<file path="src/hw/rtl/stcr_pkg.sv">
// Types, codes and helper functions for the serial timer command receiver.
// No dependencies; imported by every design module of the block (not by the checker).
`timescale 1ns / 1ps
`default_nettype none

package stcr_pkg;

   // Receive phase codes
   localparam logic [2:0] PH_IDLE = 3'd0;
   localparam logic [2:0] PH_PRE  = 3'd1;
   localparam logic [2:0] PH_MAIN = 3'd2;
   localparam logic [2:0] PH_COOL = 3'd3;
   localparam logic [2:0] PH_SUM  = 3'd4;

   // Command opcodes (bits 2..0 of a command byte)
   localparam logic [2:0] OP_STATUS   = 3'd0;
   localparam logic [2:0] OP_START    = 3'd1;
   localparam logic [2:0] OP_ARM_PRE  = 3'd2;
   localparam logic [2:0] OP_ARM_COOL = 3'd3;
   localparam logic [2:0] OP_ARM_MAIN = 3'd5;

   localparam logic [6:0] TIME_MAX     = 7'd99;
   localparam logic [6:0] SUM_OFFSET   = 7'd5;
   localparam logic [3:0] NODE_ADDR_RST = 4'd14;

   // CSR register indexes
   localparam logic REG_NODE_ADDRESS = 1'b0;

   typedef struct packed {
      logic [7:0] rx_byte;
      logic       rx_error;
      logic [1:0] status_code;
      logic [6:0] current_time;
   } item_type;

   typedef struct packed {
      logic     valid;
      item_type item;
   } stage_type;

   // Binary to BCD for 0..255: {hundreds, tens, ones}
   function automatic logic [11:0] bin_to_bcd(input logic [7:0] v);
      logic [15:0] prod;
      logic [4:0]  q10;
      logic [1:0]  hund;
      logic [3:0]  tens;
      logic [3:0]  ones;
      prod = 16'(v) * 16'd205;         // v / 10 exact over the whole byte
      q10  = prod[15:11];
      ones = 4'(v - 8'(q10) * 8'd10);
      if (q10 >= 5'd20) begin
         hund = 2'd2;
      end else if (q10 >= 5'd10) begin
         hund = 2'd1;
      end else begin
         hund = 2'd0;
      end
      tens = 4'(q10 - 5'(hund) * 5'd10);
      return {2'b00, hund, tens, ones};
   endfunction

endpackage

`default_nettype wire

</file>
<file path="src/hw/rtl/stcr_in_reg.sv">
// Input register of the command receiver: captures one transaction a cycle unless stalled.
// Depends on stcr_pkg.
`timescale 1ns / 1ps
`default_nettype none

module stcr_in_reg import stcr_pkg::*; (
   input  wire logic      clock,
   input  wire logic      reset,
   input  wire logic      req_valid,
   output logic           req_stall,
   input  wire item_type  req_item,
   input  wire logic      advance,
   output stage_type      stage
);

   logic     valid_ff;
   item_type item_ff;

   // Hold only when full and the execute stage cannot move.
   assign req_stall = valid_ff & ~advance;

   always_ff @(posedge clock) begin
      if (reset) begin
         valid_ff <= 1'b0;
      end else if (!req_stall) begin
         valid_ff <= req_valid;
      end
   end

   always_ff @(posedge clock) begin
      if (!req_stall && req_valid) begin
         item_ff <= req_item;
      end
   end

   assign stage.valid = valid_ff;
   assign stage.item  = item_ff;

endmodule

`default_nettype wire

</file>
<file path="src/hw/rtl/stcr_csr.sv">
// APB-style configuration register block: holds the node address.
// Depends on stcr_pkg.
`timescale 1ns / 1ps
`default_nettype none

module stcr_csr import stcr_pkg::*; (
   input  wire logic        clock,
   input  wire logic        reset,
   input  wire logic        csr_psel,
   input  wire logic        csr_penable,
   input  wire logic        csr_pwrite,
   input  wire logic [2:0]  csr_paddr,
   input  wire logic [31:0] csr_pwdata,
   output logic [31:0]      csr_prdata,
   output logic             csr_pready,
   output logic [3:0]       node_address
);

   logic [3:0] node_address_ff;
   logic       wr_en;

   assign csr_pready = 1'b1;
   assign wr_en = csr_psel & csr_penable & csr_pwrite & csr_pready;

   always_ff @(posedge clock) begin
      if (reset) begin
         node_address_ff <= NODE_ADDR_RST;
      end else if (wr_en && csr_paddr[2] == REG_NODE_ADDRESS) begin
         node_address_ff <= csr_pwdata[3:0];
      end
   end

   always_comb begin
      unique case (csr_paddr[2])
         REG_NODE_ADDRESS: csr_prdata = {28'd0, node_address_ff};
         default:          csr_prdata = 32'd0;
      endcase
   end

   assign node_address = node_address_ff;

endmodule

`default_nettype wire

</file>
<file path="src/hw/rtl/stcr_exec.sv">
// Execute stage: command decode, receive phase, time registers, result register.
// Depends on stcr_pkg.
`timescale 1ns / 1ps
`default_nettype none

module stcr_exec import stcr_pkg::*; (
   input  wire logic       clock,
   input  wire logic       reset,
   input  wire stage_type  stage,
   input  wire logic [3:0] node_address,
   output logic            advance,
   output logic            rsp_valid,
   input  wire logic       rsp_stall,
   output logic            rsp_tx_valid,
   output logic            rsp_tx_port,
   output logic [7:0]      rsp_tx_byte,
   output logic            rsp_start_pulse,
   output logic            rsp_load_pulse,
   output logic            rsp_link_refresh,
   output logic [7:0]      rsp_pre_time_out,
   output logic [7:0]      rsp_main_time_out,
   output logic [7:0]      rsp_cool_time_out
);

   logic [2:0] phase_ff, phase_in;
   logic [7:0] pend_pre_ff, pend_pre_in;
   logic [7:0] pend_main_ff, pend_main_in;
   logic [7:0] pend_cool_ff, pend_cool_in;
   logic [7:0] comm_pre_ff, comm_pre_in;
   logic [7:0] comm_main_ff, comm_main_in;
   logic [7:0] comm_cool_ff, comm_cool_in;

   logic       out_valid_ff;
   logic       tx_valid_ff, tx_valid_in;
   logic       tx_port_ff, tx_port_in;
   logic [7:0] tx_byte_ff, tx_byte_in;
   logic       start_ff, start_in;
   logic       load_ff, load_in;
   logic       refresh_ff, refresh_in;

   logic       fire;
   logic [7:0] b;
   logic [6:0] time_sat;
   logic [11:0] time_bcd;
   logic [11:0] main_bcd;
   logic [7:0] cool_sel;
   logic [6:0] checksum;
   logic [7:0] main_dec;

   assign advance = ~out_valid_ff | ~rsp_stall;
   assign fire    = stage.valid & advance;
   assign b       = stage.item.rx_byte;

   assign time_sat = (stage.item.current_time > TIME_MAX) ? TIME_MAX
                                                          : stage.item.current_time;
   assign time_bcd = bin_to_bcd({1'b0, time_sat});

   // On the cool payload the checksum already covers the new cool time.
   assign cool_sel = (phase_ff == PH_COOL) ? b : pend_cool_ff;
   assign main_bcd = bin_to_bcd(pend_main_ff);
   assign checksum = 7'(pend_pre_ff[6:0] + cool_sel[6:0] - main_bcd[6:0] - SUM_OFFSET);

   // high digit * 10 + low digit, no digit check
   assign main_dec = 8'({b[7:4], 3'b000}) + 8'({b[7:4], 1'b0}) + 8'(b[3:0]);

   always_comb begin
      phase_in     = phase_ff;
      pend_pre_in  = pend_pre_ff;
      pend_main_in = pend_main_ff;
      pend_cool_in = pend_cool_ff;
      comm_pre_in  = comm_pre_ff;
      comm_main_in = comm_main_ff;
      comm_cool_in = comm_cool_ff;
      tx_valid_in  = 1'b0;
      tx_port_in   = 1'b0;
      tx_byte_in   = 8'd0;
      start_in     = 1'b0;
      load_in      = 1'b0;
      refresh_in   = 1'b0;

      if (stage.item.rx_error) begin
         phase_in = PH_IDLE;
      end else if (b[7]) begin
         if (b[6:3] == node_address) begin
            refresh_in = 1'b1;
            unique case (b[2:0])
               OP_STATUS: begin
                  tx_valid_in = 1'b1;
                  tx_byte_in  = {stage.item.status_code, 6'd0} | time_bcd[7:0];
               end
               OP_START: begin
                  start_in    = 1'b1;
                  comm_pre_in = 8'd0;
               end
               OP_ARM_PRE:  phase_in = PH_PRE;
               OP_ARM_MAIN: phase_in = PH_MAIN;
               OP_ARM_COOL: phase_in = PH_COOL;
               default: ;
            endcase
         end
      end else begin
         unique case (phase_ff)
            PH_SUM: begin
               if (b == {1'b0, checksum}) begin
                  comm_pre_in  = pend_pre_ff;
                  comm_main_in = pend_main_ff;
                  comm_cool_in = pend_cool_ff;
                  load_in      = 1'b1;
               end
               phase_in = PH_IDLE;
            end
            PH_PRE: begin
               pend_pre_in = b;
               phase_in    = PH_IDLE;
            end
            PH_MAIN: begin
               pend_main_in = main_dec;
               phase_in     = PH_IDLE;
            end
            PH_COOL: begin
               pend_cool_in = b;
               phase_in     = PH_SUM;
               tx_valid_in  = 1'b1;
               tx_port_in   = 1'b1;
               tx_byte_in   = {1'b0, checksum};
            end
            default: phase_in = PH_IDLE;
         endcase
      end
   end

   always_ff @(posedge clock) begin
      if (reset) begin
         phase_ff     <= PH_IDLE;
         pend_pre_ff  <= 8'd0;
         pend_main_ff <= 8'd0;
         pend_cool_ff <= 8'd0;
         comm_pre_ff  <= 8'd0;
         comm_main_ff <= 8'd0;
         comm_cool_ff <= 8'd0;
         out_valid_ff <= 1'b0;
      end else begin
         if (advance) begin
            out_valid_ff <= stage.valid;
         end
         if (fire) begin
            phase_ff     <= phase_in;
            pend_pre_ff  <= pend_pre_in;
            pend_main_ff <= pend_main_in;
            pend_cool_ff <= pend_cool_in;
            comm_pre_ff  <= comm_pre_in;
            comm_main_ff <= comm_main_in;
            comm_cool_ff <= comm_cool_in;
         end
      end
   end

   always_ff @(posedge clock) begin
      if (fire) begin
         tx_valid_ff <= tx_valid_in;
         tx_port_ff  <= tx_port_in;
         tx_byte_ff  <= tx_byte_in;
         start_ff    <= start_in;
         load_ff     <= load_in;
         refresh_ff  <= refresh_in;
      end
   end

   assign rsp_valid         = out_valid_ff;
   assign rsp_tx_valid      = tx_valid_ff;
   assign rsp_tx_port       = tx_port_ff;
   assign rsp_tx_byte       = tx_byte_ff;
   assign rsp_start_pulse   = start_ff;
   assign rsp_load_pulse    = load_ff;
   assign rsp_link_refresh  = refresh_ff;
   // Committed times settle with the result register on the same edge.
   assign rsp_pre_time_out  = comm_pre_ff;
   assign rsp_main_time_out = comm_main_ff;
   assign rsp_cool_time_out = comm_cool_ff;

endmodule

`default_nettype wire

</file>
<file path="src/hw/rtl/serial_timer_command_receiver_unit.sv">
// Serial timer command receiver, top level: input register, execute stage, CSRs.
// Depends on stcr_pkg, stcr_in_reg, stcr_exec, stcr_csr.
// Takes one received byte per transaction and returns one result per transaction.
// A transaction is accepted every cycle while rsp_stall stays low; it is captured in
// the input register, and its result is loaded into the result register when the
// execute stage advances. Decode and receive-phase update are combinational between
// the two registers, which sets that rate. When the result is stalled the input
// register still takes one more transaction. node_address lies at byte address 0
// and resets to 14; write it only while no transaction is in flight.
`timescale 1ns / 1ps
`default_nettype none

module serial_timer_command_receiver_unit import stcr_pkg::*; (
   input  wire logic        clock,
   input  wire logic        reset,
   input  wire logic        req_valid,
   output logic             req_stall,
   input  wire logic [7:0]  req_rx_byte,
   input  wire logic        req_rx_error,
   input  wire logic [1:0]  req_status_code,
   input  wire logic [6:0]  req_current_time,
   output logic             rsp_valid,
   input  wire logic        rsp_stall,
   output logic             rsp_tx_valid,
   output logic             rsp_tx_port,
   output logic [7:0]       rsp_tx_byte,
   output logic             rsp_start_pulse,
   output logic             rsp_load_pulse,
   output logic             rsp_link_refresh,
   output logic [7:0]       rsp_pre_time_out,
   output logic [7:0]       rsp_main_time_out,
   output logic [7:0]       rsp_cool_time_out,
   input  wire logic        csr_psel,
   input  wire logic        csr_penable,
   input  wire logic        csr_pwrite,
   input  wire logic [2:0]  csr_paddr,
   input  wire logic [31:0] csr_pwdata,
   output logic [31:0]      csr_prdata,
   output logic             csr_pready
);

   item_type   req_item;
   stage_type  stage;
   logic       advance;
   logic [3:0] node_address;

   assign req_item.rx_byte      = req_rx_byte;
   assign req_item.rx_error     = req_rx_error;
   assign req_item.status_code  = req_status_code;
   assign req_item.current_time = req_current_time;

   stcr_in_reg u_in_reg (
      .clock     (clock),
      .reset     (reset),
      .req_valid (req_valid),
      .req_stall (req_stall),
      .req_item  (req_item),
      .advance   (advance),
      .stage     (stage)
   );

   stcr_csr u_csr (
      .clock        (clock),
      .reset        (reset),
      .csr_psel     (csr_psel),
      .csr_penable  (csr_penable),
      .csr_pwrite   (csr_pwrite),
      .csr_paddr    (csr_paddr),
      .csr_pwdata   (csr_pwdata),
      .csr_prdata   (csr_prdata),
      .csr_pready   (csr_pready),
      .node_address (node_address)
   );

   stcr_exec u_exec (
      .clock             (clock),
      .reset             (reset),
      .stage             (stage),
      .node_address      (node_address),
      .advance           (advance),
      .rsp_valid         (rsp_valid),
      .rsp_stall         (rsp_stall),
      .rsp_tx_valid      (rsp_tx_valid),
      .rsp_tx_port       (rsp_tx_port),
      .rsp_tx_byte       (rsp_tx_byte),
      .rsp_start_pulse   (rsp_start_pulse),
      .rsp_load_pulse    (rsp_load_pulse),
      .rsp_link_refresh  (rsp_link_refresh),
      .rsp_pre_time_out  (rsp_pre_time_out),
      .rsp_main_time_out (rsp_main_time_out),
      .rsp_cool_time_out (rsp_cool_time_out)
   );

endmodule

`default_nettype wire

</file>
<file path="config.mk">
export PLATFORM = sky130hd
export DESIGN_NAME = serial_timer_command_receiver_unit
export DESIGN_NICKNAME = d
export VERILOG_FILES = /design/src/hw/rtl/stcr_pkg.sv /design/src/hw/rtl/stcr_in_reg.sv /design/src/hw/rtl/stcr_csr.sv /design/src/hw/rtl/stcr_exec.sv /design/src/hw/rtl/serial_timer_command_receiver_unit.sv
export SDC_FILE = /design/constraint.sdc
export NUM_CORES = 1
export LEC_CHECK = 0
export BUFFER_PORTS_ARGS = -buffer_cell sky130_fd_sc_hd__buf_2
export CELL_PAD_IN_SITES_DETAIL_PLACEMENT = 1
export CELL_PAD_IN_SITES_GLOBAL_PLACEMENT = 1
export CORE_MARGIN = 5
export CORE_UTILIZATION = 43
export CTS_CLUSTER_DIAMETER = 60
export DETAILED_ROUTE_END_ITERATION = 8
export PLACE_DENSITY_LB_ADDON = 0.1
export RECOVER_POWER = 50
export SLEW_MARGIN = 20
export SYNTH_ARGS = -nofsm -noshare
export SYNTH_HDL_FRONTEND = slang
export SYNTH_SLANG_ARGS = --single-unit
</file>
<file path="constraint.sdc">
create_clock -name clock -period 10.1 [get_ports clock]
set_clock_uncertainty 0.2 [all_clocks]
set_input_delay 2.02 -clock clock [delete_from_list [all_inputs] [get_ports clock]]
set_output_delay 2.02 -clock clock [all_outputs]
set_load 0.02 [all_outputs]
</file>
==> metrics.cfg, run 1 <==
[timing]
hold_slack_ns = 0.265
drv_slew = 55
fin_crit_sh_pct = 87.7
min_period_ns = 8.85
fmax_ghz = 0.113
postLayoutSetupSlackWorst_ns = 1.25
tns_ns = 0
slew_headroom_pct = -55.3
rsz0062_at_grt = no
tightest_slew_ns = 2.33
setup_viol = 0
hold_viol_final = 0

[global_routing]
grt_max_degree = 55
grt_pass1_vias = 4946
grt_first_pass_wirelength_um = 24700
globalRouteOverflowTotal = 0
grt_antenna_before_repair = 0
grt_usage_pct = 17.5

[clock_network]
htree_levels = 3
path_clk_slew_ns = 0.06
hold_buffers = 0
clock_latency_ns = 0.34
clockBufferDepth = 2
cts_inserted_buffers = 9
postCtsSetupBuffers = 0
clockRootBuffer = clkbuf_16
clock-sinks = 84
tritoncts = built
ctsResizeCount = 0

[power_and_ir_drop]
ir_worst_vdd_uv = 76.1
leakagePower_nw = 3.37
total_power_uw = 865
power_density_nw_per_um2 = 123

[cells_and_area]
final_common_cell = ha_1
drive_gt1_share_pct = 10.7
multi_input_area_um2 = 3980
finalNetCount = 876
antennaDiodeCount = 0
syn_to_final_growth_pct = 10.1
ff_latch_area_um2 = 1990
n_fill_cell = 1682
mostFrequentLayoutCells = 101 x ha_1, 59 x inv_1, 53 x dfxtp_1, 50 x buf_2, 44 x nor2_1
stdcell_count = 876

[logic_synthesis]
synth_area_um2 = 6390
synth_edf_count = 31
ys_warn_count = 0
yosysSeqAreaShare_pct = 31.2
async_flop_share_pct = 0
yosys_most_used_dff = dfxtp_1
synth-seq-cells = 84
netlist.area_leader.share_pct = 19.8
synthCells = 625
ys_top_cells_by_area = ha_1 20%, dfxtp_1 17%, edfxtp_1 15%, fa_1 8.8%, mux2i_1 5.3%
yosysUniqueCellTypes = 61
avgSynthCellArea_um2 = 10.2
yosys.area.top_type = ha_1

[outcome]
violations = capacitance limit, slew limit
status = complete, but fails checks

[route]
wirelength_um = 15300
drc = 0
wire_per_inst_um = 17.5
viasPerCell = 5.28
vias = 4621
first_pass_iters = 4
drt_iter0_drc = 217
postRouteAntennaNets = 0

[die]
die_x_um = 132
core_um2 = 14500
io_pins = 132
die_area_um2 = 17400
start_util_pct = 44.0
die_h_um = 132
core.rowCount = 44

[place]
port_buffers = 70
place_inst = 860
routabilityCongestion = 0.867
place_ws_ns = 1.27
post-dp-hpwl_um = 12100

[worst_setup_path]
startpoint = u_exec.pend_main_ff[2]
endpoint_kind = register
max_stage_delay_ns = 0.61
critPathKind = reg2reg
cp.arrival_ns = 8.86
startpoint_type = register
r2r_start = u_exec.pend_main_ff[2]
timing.critical_path.slowest_stage_cell = a21oi_1
path_max_fanout = 7
critPathRequiredTime_ns = 10.11

[min_path]
hp-start = u_exec.rsp_pre_time_out[5]
hp-class = reg2reg

[run]
cap_violations = 1

-- critical path: cells and delay by family (launching register included) --
| family | cells | cell delay [ns] |
|---|---|---|
| buffers and inverters | 4 | 0.22 |
| xor gates and xnor gates | 8 | 1.79 |
| DFF | 1 | 0.56 |
| and+or+nand+nor | 2 | 0.22 |
| AOI/OAI and AO/OA | 8 | 1.74 |
| adders and majority gates | 10 | 3.94 |
-- cell type report --
type	instances	share of cell area [%]
Multi-Input combinational cell	460	56.6
Sequential cell	84	28.3
Timing Repair Buffer	73	4.84
Tap cell	184	3.27
Clock buffer	10	3.25
Inverter	59	3.15
Clock inverter	6	0.587
-- sequential cells by signal, summed over array words and instances, names as in the netlist --
signal,count
u_exec.rsp_tx_port,1
u_exec.rsp_cool_time_out,7
u_in_reg.valid_ff,1
u_exec.rsp_tx_byte,8
u_in_reg.stage,18
u_exec.rsp_tx_valid,1
u_csr.node_address,4
u_exec.rsp_load_pulse,1
u_exec.pend_main_ff,8
u_exec.rsp_start_pulse,1
u_exec.rsp_valid,1
u_exec.pend_cool_ff,7
u_exec.phase_ff,3
u_exec.pend_pre_ff,7
u_exec.rsp_pre_time_out,7
u_exec.rsp_link_refresh,1
u_exec.rsp_main_time_out,8
-- cell families (layout without fill, tap and decap cells) --
logic type	Yosys count	after routing	share of synthesized area, %
AOI/OAI and AO/OA	88	88	9.62
xor gates and xnor gates	41	41	5.86
adders and majority gates	129	129	28.6
buffers and inverters	110	148	8.66
DFF	84	84	31.2
muxes	35	35	5.50
other	2	31	0.118
and+or+nand+nor	136	136	10.5
-- per-stage QoR --
step	area (µm²)	util (%)
floorplan	6500	-
global placement	6790	46.7
detailed placement	6790	46.7
CTS	7060	48.5
global route	7040	48.4
finish	7040	48.4
-- metal layers --
layer / vias up / global-route usage (%) / wire (µm)
met1: 2263 / 22.4 / 6920
met4: 0 / 5.03 / 268
met2: 102 / 29.7 / 7500
met3: 23 / 3.70 / 605
li1: 2233 / - / -
met5: - / 0 / 0
-- cells in the mapped netlist, drive strengths merged, types with 3 or more instances --
cell	n
a22o	3
o21ai	8
nand2	27
a211o	5
xor2	21
and3	6
xnor2	19
a21oi	26
buf	38
o2bb2ai	7
fa	28
nor4b	3
ha	101
nand2b	13
a211oi	5
a31oi	3
nand4	6
a21o	7
mux2i	34
nor2b	8
o22ai	4
nor2	44
inv	59
a21boi	4
nor3	7
clkbuf	13
nand3	11
edfxtp	31
dfxtp	53
-- path summary, 6_finish.rpt --
path | depth (start not counted) | to | slack (ns)
setup / recovery | 32 | u_exec.rsp_pre_time_out[5] | 1.25
hold / removal | 2 | u_exec.rsp_pre_time_out[5] | 0.27
setup reg to reg | 32 | u_exec.rsp_pre_time_out[5] | 1.25
hold reg to reg | 2 | u_exec.rsp_pre_time_out[5] | 0.27
-- power by group --
group	leakage (nW)	internal (mW)	switching [mW]
clock network	0.126	0.166	0.140
registers	0.726	0.359	0.00967
logic	2.51	0.0834	0.107
total	3.37	0.609	0.257
Note: power is estimated with default switching activity, not from simulation.
==> inputs of run 2 (changes only) <==
PLACE_DENSITY = 0.83   (was not set)
PLACE_DENSITY_LB_ADDON = not set   (was 0.1)
==> run 2 against run 1 <==
The flow still finishes with violations (capacitance limit, slew limit). Wire length grew 3.0%. Sequential share of layout area is essentially flat. Cell count down 0.11%. Sequential power about the same. Critical path type unchanged.
==> metrics.cfg, run 2 (synthesis gave the netlist of run 1 again) <==
[worst_setup_path]
max_stage_delay_ns = 0.84  ; +0.23 ns
critPathKind = reg2reg
critPathCapture = u_exec.rsp_cool_time_out[4]
worstReg2RegEnd = u_exec.rsp_cool_time_out[4]
startpoint = u_exec.pend_main_ff[2]
cp.arrival_ns = 9.16  ; +0.30 ns
r2r_start = u_exec.pend_main_ff[2]
endpoint_kind = register
timing.critical_path.slowest_stage_cell = o2111a_1
critPathRequiredTime_ns = 10.04  ; -0.07 ns
rrSetupSlack_ns = 0.88  ; -0.37 ns
startpoint_type = register
path_max_fanout = 15  ; +8
r2r_cells = 32  ; unchanged

[route]
wirelength_um = 15800  ; +3.0%
routed.top_layer = met4
vias = 4685  ; +1.4%
wl_met2_um = 8040  ; +7.3%
viasPerCell = 5.35  ; +1.5%
first_pass_iters = 4  ; unchanged
postRouteAntennaNets = 0  ; unchanged
wire_per_inst_um = 18.0  ; +3.1%
drc = 0  ; unchanged
met3WireLength_um = 645  ; +6.6%
met1Wirelength_um = 6730  ; -2.8%
drt_iter0_drc = 224  ; +3.2%

[cells_and_area]
final_common_cell = ha_1
largest_register_ffs = 18  ; unchanged
antennaDiodeCount = 0  ; unchanged
drive_gt1_share_pct = 10.7  ; +0.015 points
mostFrequentLayoutCells = 101 x ha_1, 59 x inv_1, 53 x dfxtp_1, 49 x buf_2, 44 x nor2_1
syn_to_final_growth_pct = 10.1  ; about the same
finalInstanceArea_um2 = 7030  ; about the same
finalNetCount = 875  ; -0.11%

[die]
core_um2 = 14500  ; unchanged
die_h_um = 132  ; unchanged
io_pins = 132  ; unchanged
die_x_um = 132  ; unchanged
core.rowCount = 44  ; unchanged
die_area_um2 = 17400  ; unchanged
start_util_pct = 44.0  ; unchanged

[run]
cap_violations = 1  ; unchanged

[clock_network]
htree_levels = 3  ; unchanged
clockRootBuffer = clkbuf_16
clock_latency_ns = 0.35  ; about the same
tritoncts = built
postCtsSetupBuffers = 0  ; unchanged
clock-sinks = 84  ; unchanged
ctsResizeCount = 0  ; unchanged
path_clk_slew_ns = 0.06  ; about the same
cts_inserted_buffers = 9  ; unchanged
clockBufferDepth = 2  ; unchanged
hold_buffers = 0  ; unchanged

[place]
place_area_um2 = 6780  ; -0.11%
port_buffers = 70  ; unchanged
post-dp-hpwl_um = 12700  ; +5.4%
place_ws_ns = 0.954  ; -0.313 ns
routabilityCongestion = 0.848  ; -2.2%

[outcome]
violations = capacitance limit, slew limit
status = complete, but fails checks

[timing]
min_period_ns = 9.22  ; +0.368 ns
hold_viol_final = 0  ; unchanged
slew_headroom_pct = -54.5  ; +0.81 points
fmax_ghz = 0.108  ; -4.0%
tns_ns = 0  ; unchanged
postLayoutSetupSlackWorst_ns = 0.878  ; -0.368 ns
rsz0062_at_grt = no
tightest_slew_ns = 2.32  ; -0.0121 ns
drv_slew = 55  ; unchanged
hold_slack_ns = 0.270  ; +0.00518 ns
setup_viol = 0  ; unchanged
fin_crit_sh_pct = 91.3  ; +3.6 points

[power_and_ir_drop]
pwr-share-comb_pct = 21.6  ; -0.4 points
ir_worst_vdd_uv = 73.3  ; -3.7%
switching_share_pct = 29.6  ; -0.074 points
intPower_uw = 617  ; +1.4%
total_power_uw = 876  ; +1.3%
power_density_nw_per_um2 = 125  ; +1.3%
pwr-share-clk_pct = 36.3  ; +0.9 points
leakagePower_nw = 3.37  ; +0.22%
power_frac_seq_pct = 42.1  ; -0.5 points
switching_power_uw = 259  ; +1.0%

[global_routing]
grt_max_degree = 55  ; unchanged
grt_antenna_before_repair = 0  ; unchanged
grt_pass1_vias = 5264  ; +6.4%
grt_usage_pct = 18.3  ; +0.86 points
grt_first_pass_wirelength_um = 26100  ; +5.7%
globalRouteOverflowTotal = 0  ; unchanged

[min_path]
worstHoldPathCells = 2  ; unchanged
hp-class = reg2reg

-- run 2: worst min-delay path by stage --
stage / startpoint / to / slack, ns
global placement: u_in_reg.valid_ff / u_exec.rsp_valid / 0.25
global route: u_exec.rsp_pre_time_out[5] / u_exec.rsp_pre_time_out[5] / 0.30
floorplan: u_in_reg.valid_ff / u_exec.rsp_valid / 0.24
finish: u_exec.rsp_pre_time_out[5] / u_exec.rsp_pre_time_out[5] / 0.27
CTS: u_exec.rsp_pre_time_out[5] / u_exec.rsp_pre_time_out[5] / 0.27
detailed placement: u_exec.rsp_pre_time_out[5] / u_exec.rsp_pre_time_out[5] / 0.26
-- run 2: power by group through the flow --
stage | Sequential [mW] | Combinational, mW | Clock [mW]
2_1_floorplan | 0.374 | 0.149 | 0
3_3_place_gp | 0.375 | 0.174 | 0
3_5_place_dp | 0.376 | 0.187 | 0
4_1_cts | 0.368 | 0.192 | 0.325
5_1_grt | 0.370 | 0.216 | 0.340
6_report | 0.369 | 0.189 | 0.318
-- run 2: per-stage QoR --
step	utilization, %	instances
2_1_floorplan	-	654
3_3_place_gp	46.6	859
3_5_place_dp	46.6	859
4_1_cts	48.6	875
5_1_grt	48.4	875
6_report	48.4	875
-- run 2: layout make-up --
type / instances / area [µm²]
Timing Repair Buffer: 72 / 332
Multi-Input combinational cell: 460 / 3970
Sequential cell: 84 / 1990
Clock inverter: 6 / 45.0
Inverter: 59 / 221
Clock buffer: 10 / 239
Tap cell: 184 / 230
Fill cell: 1676 / 7500
-- run 2: per-layer routing --
metal	vias up	track usage [%]
met1	2314	21.6
met5	-	0
met2	110	33.0
li1	2233	-
met4	0	5.37
met3	28	4.31
-- run 2: critical path: cells and delay by family, from the launching register on --
family / cells / cell delay (ns)
xor gates and xnor gates: 8 / 1.63
and+or+nand+nor: 3 / 0.31
buffers and inverters: 4 / 0.25
AOI/OAI and AO/OA: 6 / 1.73
DFF: 1 / 0.56
muxes: 1 / 0.28
adders and majority gates: 10 / 4.02
